File: config.mk
export PLATFORM = sky130hd
export DESIGN_NAME = serial_number_to_text_unit
export DESIGN_NICKNAME = d
export VERILOG_FILES = /design/src/rtl/sntt_pkg.sv /design/src/rtl/serial_number_to_text_unit.sv
export SDC_FILE = /design/constraint.sdc
export NUM_CORES = 1
export LEC_CHECK = 0
export ABC_AREA = 1
export BUFFER_PORTS_ARGS = -buffer_cell sky130_fd_sc_hd__buf_2
export CAP_MARGIN = 20
export CORE_MARGIN = 3
export CORE_UTILIZATION = 35
export DETAILED_ROUTE_END_ITERATION = 10
export PLACE_DENSITY = 0.54
export SKIP_CTS_REPAIR_TIMING = 1
export SLEW_MARGIN = 20
export SYNTH_ARGS = -nofsm -noshare
export SYNTH_HDL_FRONTEND = slang
export SYNTH_SLANG_ARGS = --single-unit
File: constraint.sdc
create_clock -name clk -period 6.6 [get_ports clk]
set_input_delay 0 -clock clk [delete_from_list [all_inputs] [get_ports clk]]
set_output_delay 0 -clock clk [all_outputs]
set_load 0.005 [all_outputs]
File: src/rtl/sntt_pkg.sv
`timescale 1ns / 1ps

package sntt_pkg;

  localparam logic [31:0] MAX_B36 = 32'd2176782335;
  localparam logic [31:0] MIN_B36 = 32'd16796160;

  localparam logic [2:0] DEC_LAST_IDX = 3'd7;
  localparam logic [2:0] B36_LAST_IDX = 3'd5;
  localparam logic [2:0] DEC_TOP_BIT  = 3'd3;
  localparam logic [2:0] B36_TOP_BIT  = 3'd5;

  localparam logic [6:0] CHAR_ZERO  = 7'd48;
  localparam logic [6:0] CHAR_ALPHA = 7'd55;

  typedef enum logic [2:0] {
    ST_IDLE = 3'b001,
    ST_CALC = 3'b010,
    ST_EMIT = 3'b100
  } state_t;

  function automatic logic [31:0] digit_weight(input logic b36, input logic [2:0] idx);
    logic [31:0] w;
    w = 32'd1;
    if (b36) begin
      case (idx)
        3'd0: w = 32'd60466176;
        3'd1: w = 32'd1679616;
        3'd2: w = 32'd46656;
        3'd3: w = 32'd1296;
        3'd4: w = 32'd36;
        default: w = 32'd1;
      endcase
    end else begin
      case (idx)
        3'd0: w = 32'd10000000;
        3'd1: w = 32'd1000000;
        3'd2: w = 32'd100000;
        3'd3: w = 32'd10000;
        3'd4: w = 32'd1000;
        3'd5: w = 32'd100;
        3'd6: w = 32'd10;
        default: w = 32'd1;
      endcase
    end
    return w;
  endfunction

  function automatic logic [6:0] digit_char(input logic [5:0] d);
    logic [6:0] c;
    if (d < 6'd10) begin
      c = CHAR_ZERO + {1'b0, d};
    end else begin
      c = CHAR_ALPHA + {1'b0, d};
    end
    return c;
  endfunction

endpackage

File: src/rtl/serial_number_to_text_unit.sv
`timescale 1ns / 1ps

// Formats a 32-bit serial number as ASCII text, one character per output request,
// most significant first, with out_last on the final character. Zero and values
// above 36^6-1 give the single character '0'; values below 16796160 are written in
// decimal without leading zeros; all others as six base-36 digits (0-9, A-Z). Digits
// come from one shared compare-and-subtract unit doing restoring division by the
// digit weight, one quotient bit per cycle, each digit followed by an emit step that
// waits while the output register is full and stalled. in_stall is high whenever the
// block is not idle, so the next request waits until the last character is emitted.
module serial_number_to_text_unit (
  input  logic        clk,
  input  logic        rst_n,
  input  logic        in_valid,
  output logic        in_stall,
  input  logic [31:0] in_serial,
  output logic        out_valid,
  input  logic        out_stall,
  output logic [6:0]  out_character,
  output logic        out_last
);

  sntt_pkg::state_t state_r, state_nxt;
  logic [31:0] rem_r, rem_nxt;
  logic [2:0]  widx_r, widx_nxt;
  logic [2:0]  bit_r, bit_nxt;
  logic [5:0]  q_r, q_nxt;
  logic        b36_r, b36_nxt;
  logic        started_r, started_nxt;
  logic        out_valid_r, out_valid_nxt;
  logic [6:0]  out_char_r, out_char_nxt;
  logic        out_last_r, out_last_nxt;

  logic [31:0] trial;
  logic        fits;
  logic        accept;
  logic        slot_free;
  logic        at_last;
  logic        show;

  assign trial     = sntt_pkg::digit_weight(b36_r, widx_r) << bit_r;
  assign fits      = rem_r >= trial;
  assign accept    = in_valid && !in_stall;
  assign slot_free = !out_valid_r || !out_stall;
  assign at_last   = b36_r ? (widx_r == sntt_pkg::B36_LAST_IDX)
                           : (widx_r == sntt_pkg::DEC_LAST_IDX);
  assign show      = started_r || (q_r != 6'd0) || at_last;

  assign in_stall      = (state_r != sntt_pkg::ST_IDLE);
  assign out_valid     = out_valid_r;
  assign out_character = out_char_r;
  assign out_last      = out_last_r;

  always_comb begin
    state_nxt     = state_r;
    rem_nxt       = rem_r;
    widx_nxt      = widx_r;
    bit_nxt       = bit_r;
    q_nxt         = q_r;
    b36_nxt       = b36_r;
    started_nxt   = started_r;
    out_valid_nxt = out_valid_r && out_stall;
    out_char_nxt  = out_char_r;
    out_last_nxt  = out_last_r;
    unique case (state_r)
      sntt_pkg::ST_IDLE: begin
        if (accept) begin
          rem_nxt     = in_serial;
          q_nxt       = 6'd0;
          started_nxt = 1'b0;
          if (in_serial == 32'd0 || in_serial > sntt_pkg::MAX_B36) begin
            b36_nxt     = 1'b0;
            widx_nxt    = sntt_pkg::DEC_LAST_IDX;
            started_nxt = 1'b1;
            state_nxt   = sntt_pkg::ST_EMIT;
          end else if (in_serial < sntt_pkg::MIN_B36) begin
            b36_nxt   = 1'b0;
            widx_nxt  = 3'd0;
            bit_nxt   = sntt_pkg::DEC_TOP_BIT;
            state_nxt = sntt_pkg::ST_CALC;
          end else begin
            b36_nxt     = 1'b1;
            widx_nxt    = 3'd0;
            bit_nxt     = sntt_pkg::B36_TOP_BIT;
            started_nxt = 1'b1;
            state_nxt   = sntt_pkg::ST_CALC;
          end
        end
      end
      sntt_pkg::ST_CALC: begin
        if (fits) begin
          rem_nxt = rem_r - trial;
          q_nxt   = q_r | (6'd1 << bit_r);
        end
        if (bit_r == 3'd0) begin
          state_nxt = sntt_pkg::ST_EMIT;
        end else begin
          bit_nxt = bit_r - 3'd1;
        end
      end
      sntt_pkg::ST_EMIT: begin
        if (!show || slot_free) begin
          if (show) begin
            out_valid_nxt = 1'b1;
            out_char_nxt  = sntt_pkg::digit_char(q_r);
            out_last_nxt  = at_last;
            started_nxt   = 1'b1;
          end
          if (at_last) begin
            state_nxt = sntt_pkg::ST_IDLE;
          end else begin
            widx_nxt  = widx_r + 3'd1;
            bit_nxt   = b36_r ? sntt_pkg::B36_TOP_BIT : sntt_pkg::DEC_TOP_BIT;
            q_nxt     = 6'd0;
            state_nxt = sntt_pkg::ST_CALC;
          end
        end
      end
      default: state_nxt = sntt_pkg::ST_IDLE;
    endcase
  end

  always_ff @(posedge clk) begin
    if (!rst_n) begin
      state_r     <= sntt_pkg::ST_IDLE;
      out_valid_r <= 1'b0;
      started_r   <= 1'b0;
    end else begin
      state_r     <= state_nxt;
      out_valid_r <= out_valid_nxt;
      started_r   <= started_nxt;
    end
  end

  always_ff @(posedge clk) begin
    rem_r      <= rem_nxt;
    widx_r     <= widx_nxt;
    bit_r      <= bit_nxt;
    q_r        <= q_nxt;
    b36_r      <= b36_nxt;
    out_char_r <= out_char_nxt;
    out_last_r <= out_last_nxt;
  end

  a_accept_busy: assert property (@(posedge clk) disable iff (!rst_n)
    accept |=> (state_r != sntt_pkg::ST_IDLE))
    else $error("block idle after accepting a request");

  a_digit_range: assert property (@(posedge clk) disable iff (!rst_n)
    (state_r == sntt_pkg::ST_EMIT) |-> (b36_r ? (q_r <= 6'd35) : (q_r <= 6'd9)))
    else $error("digit out of range");

  a_final_nonzero: assert property (@(posedge clk) disable iff (!rst_n)
    (state_r == sntt_pkg::ST_EMIT && at_last && !started_r) |-> (q_r != 6'd0))
    else $error("no character produced for request");

endmodule

== Word-level counts from Yosys, hierarchy flattened ==
Index checks and enable logic that the tools add are counted.
Operators by class
  $add $sub $neg: 5
  magnitude comparators: 4
  equality and inequality tests: 19
  shift-type cells: 2
  multiplexer cells: 41
  bitwise operators: 1
  reductions and logical operators: 26
Operators by type and width (number)
  one-hot mux 24 bit (7 select lines): 1
  one-hot mux 26 bit (5 select lines): 1
  2-to-1 mux 32 bit: 3
  one-hot mux 32 bit (2 select lines): 1
  2-to-1 mux 3 bit: 15
  >= comparator 32 bit: 1
  > comparator 32 bit, second input constant: 1
  logical NOT 32 bit: 1
  less-than comparator 32 x 25 -> 1 bit, second input constant: 1
  left shift 32 x 3 -> 32 bit: 1
  subtractor 32 bit: 1
  2-to-1 mux 6 bit: 4
  one-hot mux 3 bit (3 select lines): 2
  one-hot mux 6 bit (3 select lines): 1
  inequality test 2 bit, second input constant: 8
  == test 3 bit, second input constant: 5
  adder 6 x 6 -> 7 bit, first input constant: 2
  == test 3 x 2 -> 1 bit, second input constant: 3
  2-to-1 mux 1 bit: 9
  AND reduction 3 bit: 3
  AND reduction 4 bit: 2
  2-to-1 mux 7 bit: 1
  == test 3 x 1 -> 1 bit, second input constant: 2
  logical NOT 3 bit: 2
  other kinds (18): 27
Word-level totals
  flip-flop bits (word level): 58
  input bits: 36
  output and inout port bits: 10
  word-level logic and storage cells: 108

== Logic depth before layout (Yosys ltp) ==
  word-level depth: 7
  gate-level depth with buffers: 23
  gate-level depth less buffers: 23

== Worst setup path before layout ==
No wires, ideal clock.
  path type: reg-to-reg
  start point: register widx_r[0]
  end point: register rem_r[0] (enable)
  library setup time: 432 ps
  arrival time: 4239 ps
  data required time: 6168 ps
  slack: 1929 ps
  stages on the path, launching flop included: 21
  path buffers: 0
  period minus slack after synthesis: 4671 ps
  cell sequence: edfxtp_1 inv_1 ha_1 nand2_1 nand2_1 nor2_1 o21ai_2 nor2_1 nand2_1 nor2_1 ha_1 fa_1 inv_1 nand3_1 nand3_1 nand2_1 nand3_1 nand2_1 nand3_1 nand2_1 a21oi_1
On the way
  longest elaborated chain between the ends: 7
  elaborated cells on any way between the ends: 14
  classes of those cells: order compare: 1; eq/ne: 7; shift: 1; mux: 3; reduce/logical: 2
Ends and longest elaborated chain
  start, declared: line serial_number_to_text_unit.sv:25  | logic [2:0] widx_r, widx_nxt;
  start signal, assigned: line serial_number_to_text_unit.sv:137  | widx_r <= widx_nxt;
  == test 3 bit (tied with other cells): line sntt_pkg.sv:35  | case (idx)
  one-hot mux 24 bit (7 select lines) or one-hot mux 26 bit (5 select lines) (tied branches): line sntt_pkg.sv:35, sntt_pkg.sv:26
  2-to-1 mux 32 bit (*): line sntt_pkg.sv:25  | if (b36) begin
  left shift 32 x 3 -> 32 bit (*): line serial_number_to_text_unit.sv:41  | assign trial = sntt_pkg::digit_weight(b36_r, widx_r) << bit_r;
  >= comparator 32 bit (*): line serial_number_to_text_unit.sv:42  | assign fits = rem_r >= trial;
  inequality test 2 bit (no source line) (*)
  AND reduction 3 bit (no source line) (*)
  end signal, assigned: line serial_number_to_text_unit.sv:136  | rem_r <= rem_nxt;
  end, declared: line serial_number_to_text_unit.sv:24  | logic [31:0] rem_r, rem_nxt;
Mark *: on every way between the ends. The rest lies on a longest branch, timed or not.
A chain may end at the register's enable or synchronous reset.

== Final worst setup path ==
  start point: register b36_r
  end point: register rem_r[26] (enable)
On the way
  longest elaborated chain between the ends: 5
Ends and longest elaborated chain
  start, declared: line serial_number_to_text_unit.sv:28  | logic b36_r, b36_nxt;
  start signal, assigned: line serial_number_to_text_unit.sv:140  | b36_r <= b36_nxt;
  2-to-1 mux 32 bit: line sntt_pkg.sv:25
  left shift 32 x 3 -> 32 bit: line serial_number_to_text_unit.sv:41
  >= comparator 32 bit: line serial_number_to_text_unit.sv:42
  inequality test 2 bit (no source line)
  AND reduction 3 bit (no source line)
No other way between the ends.

==> flow_summary.toml <==
[finish]
diodes = 0
fillers = 1969
layout-drive-gt1-share_pct = 7.60
synthToLayoutAreaGrowth_pct = 14.2
nets = 1237
final_common_cell = "nand2_1"
layout_common_cells = "412 x nand2_1, 176 x inv_1, 119 x nand3_1, 93 x nor2_1, 53 x edfxtp_1"

[detailed_routing]
antenna_left = 0
drt_iter0_drc = 531
wl_mm = 20.6
drc = 0
routed-via-count = 6783
viasPerCell = 4.89
dr.pass1.iters = 7
post_drt_wl_per_cell_microns = 14.8

[min_path]
hold_class = "input pin to flip-flop"

[global_routing]
grt_first_pass_wirelength_mm = 32.5
overflow = 0
grt_use_total_pct = 20.5
antenna_found_initial = 0
grt_pass1_vias = 6048
grt_max_degree = 52

[critical_path]
crit_arrival_ps = 4410
cp.required_ps = 6650
crit_path_start_kind = "flip-flop"
critical_path_class = "flip-flop to flip-flop"
end_kind = "flip-flop"
worstPathMaxFanout = 17

[sta]
tns_ps = 0
drv_slew = 0
max_slew_margin_pct = 36.5
clock.fmax_ghz = 0.230
hold_viol = 9
worst_slew_pin_slew_ps = 951
setup_viol = 0
fin_crit_sh_pct = 66.0
rsz0062_at_grt = "false"
hold_slack_ps = -45.1
finClkSkew_ps = 8.79
period_needed_ps = 4360

[synthesis]
postSynth.asyncResetShare_pct = 0
syn_nets = 1186
syn_area_sq_mm = 0.00659
ys.flop_type = "edfxtp_1"
syn_avg_cell_area_sq_um = 5.98
ys_warn_count = 0
seq_area_frac_synth_pct = 25.7
synth-edff-count = 53
ys_ff_latch = 58
yosysUniqueCellTypes = 40
synth_cells = 1102

[floorplanning]
core-area_sq_mm = 0.0182
die_x_microns = 143
row_count = 49
io_pins = 46
die_h_microns = 143
initial_utilization_pct = 36.2
dieArea_sq_mm = 0.0205

[clocking]
cts_tree = "built"
clk_latency_ps = 340
ctsHtreeMaxLevel = 3
clkTransAtPathRegs_ps = 60
clock-root-buffer = "clkbuf_16"
clockBufferDepth = 2
cts_buffers = 9
numClockSinks = 58

[flow_run]
drv_cap = 0

[placement]
hpwl_mm = 16.5
place_congestion = 0.949
portBuffers = 45

[run_status]
status = "finished with violations"
violations = "hold timing"
-- kinds of logic after synthesis --
| kind of cell | share of synthesized area, % |
|---|---|
| simple gates | 42.6 |
| buf+inv | 12.0 |
| compound gates | 8.24 |
| flops | 25.7 |
| fa+ha+maj | 9.23 |
| xor+xnor | 2.13 |
| mux | 0.152 |
-- sequential cells by signal, indices dropped and copies added, names as in the netlist --
| signal | count |
|---|---|
| rem_r | 32 |
| out_character | 7 |
| q_r | 6 |
| bit_r | 3 |
| state_r | 3 |
| widx_r | 3 |
| b36_r | 1 |
| out_last | 1 |
| out_valid | 1 |
| started_r | 1 |
-- routing by layer --
layer / GRT usage [%] / part of all wire [%] / wire length [microns]
met1: 29.1 / 49 / 10000
met2: 32.6 / 45 / 9250
met3: 3.08 / 4.5 / 917
met4: 5.35 / 1.6 / 337
met5: 0 / 0 / 0
-- path summary, 6_finish.rpt --
kind                            slack [ps]           from        end  cells after the start
worst min-delay path                   -50  in_serial[19]  rem_r[19]                      3
worst max-delay path                  2240          b36_r  rem_r[26]                     20
worst max register to register        2240          b36_r  rem_r[26]                     20
worst min register to register         480      out_valid  out_valid                      2
-- cell usage after synthesis (4+ instances only) --
cell type	instances	area share, %
o21ai_1	6	0.46
nand2_1	412	23
nor2_1	93	5.3
xnor2_1	11	1.5
a21oi_1	37	2.8
clkbuf_1	15	0.85
nand4_1	12	1.1
xor2_1	5	0.66
buf_2	9	0.68
and2_1	5	0.47
or2_2	5	0.47
dfxtp_1	5	1.5
nand3_1	119	9.0
inv_1	176	10
edfxtp_1	53	24
ha_1	47	8.9
o21ai_0	46	3.5
a31oi_1	4	0.38
nor3_1	9	0.68
-- worst max-delay path: stages (launching register included) --
cell      delay, ps
edfxtp_1        640
inv_1           340
nand3_1         170
o21ai_0         140
o21ai_0         390
nand2_1          90
nand2_1         100
nand2_1          60
nand2_1         140
ha_1            220
nand2_1          90
inv_1            80
nand2_1          80
nor2_1          160
nand2_1          70
nand3_1         130
nand2_1         100
nand3_1         100
nand2_1         110
a21oi_4         600
buf_16          240
-- final cells by class --
type                    instances  area [sq um]  area share (%)
well taps                     229           287            3.81
flip-flops and latches         58          1690            22.5
inverters                     180           678            9.01
repair buffers                 67           453            6.02
clock buffers                   9           225            2.99
clock inverters                 7          68.8           0.914
multi-input cells             837          4120            54.8
-- metrics by stage --
step	util, %	area, sq um	instances	setup WS (ps)	hold WS, ps
3_5_place_dp	38.8	7060	1354	2250	260
2_1_floorplan	-	6590	1102	1930	84.2
5_1_grt	41.3	7530	1387	1800	0.263
3_3_place_gp	38.6	7030	1353	2110	262
6_report	41.3	7530	1387	2240	-45.1
4_1_cts	40.4	7360	1370	2250	-96.0
Power is not shown: default switching activity piles up to over one toggle a cycle in this logic, so the estimate is an artifact.
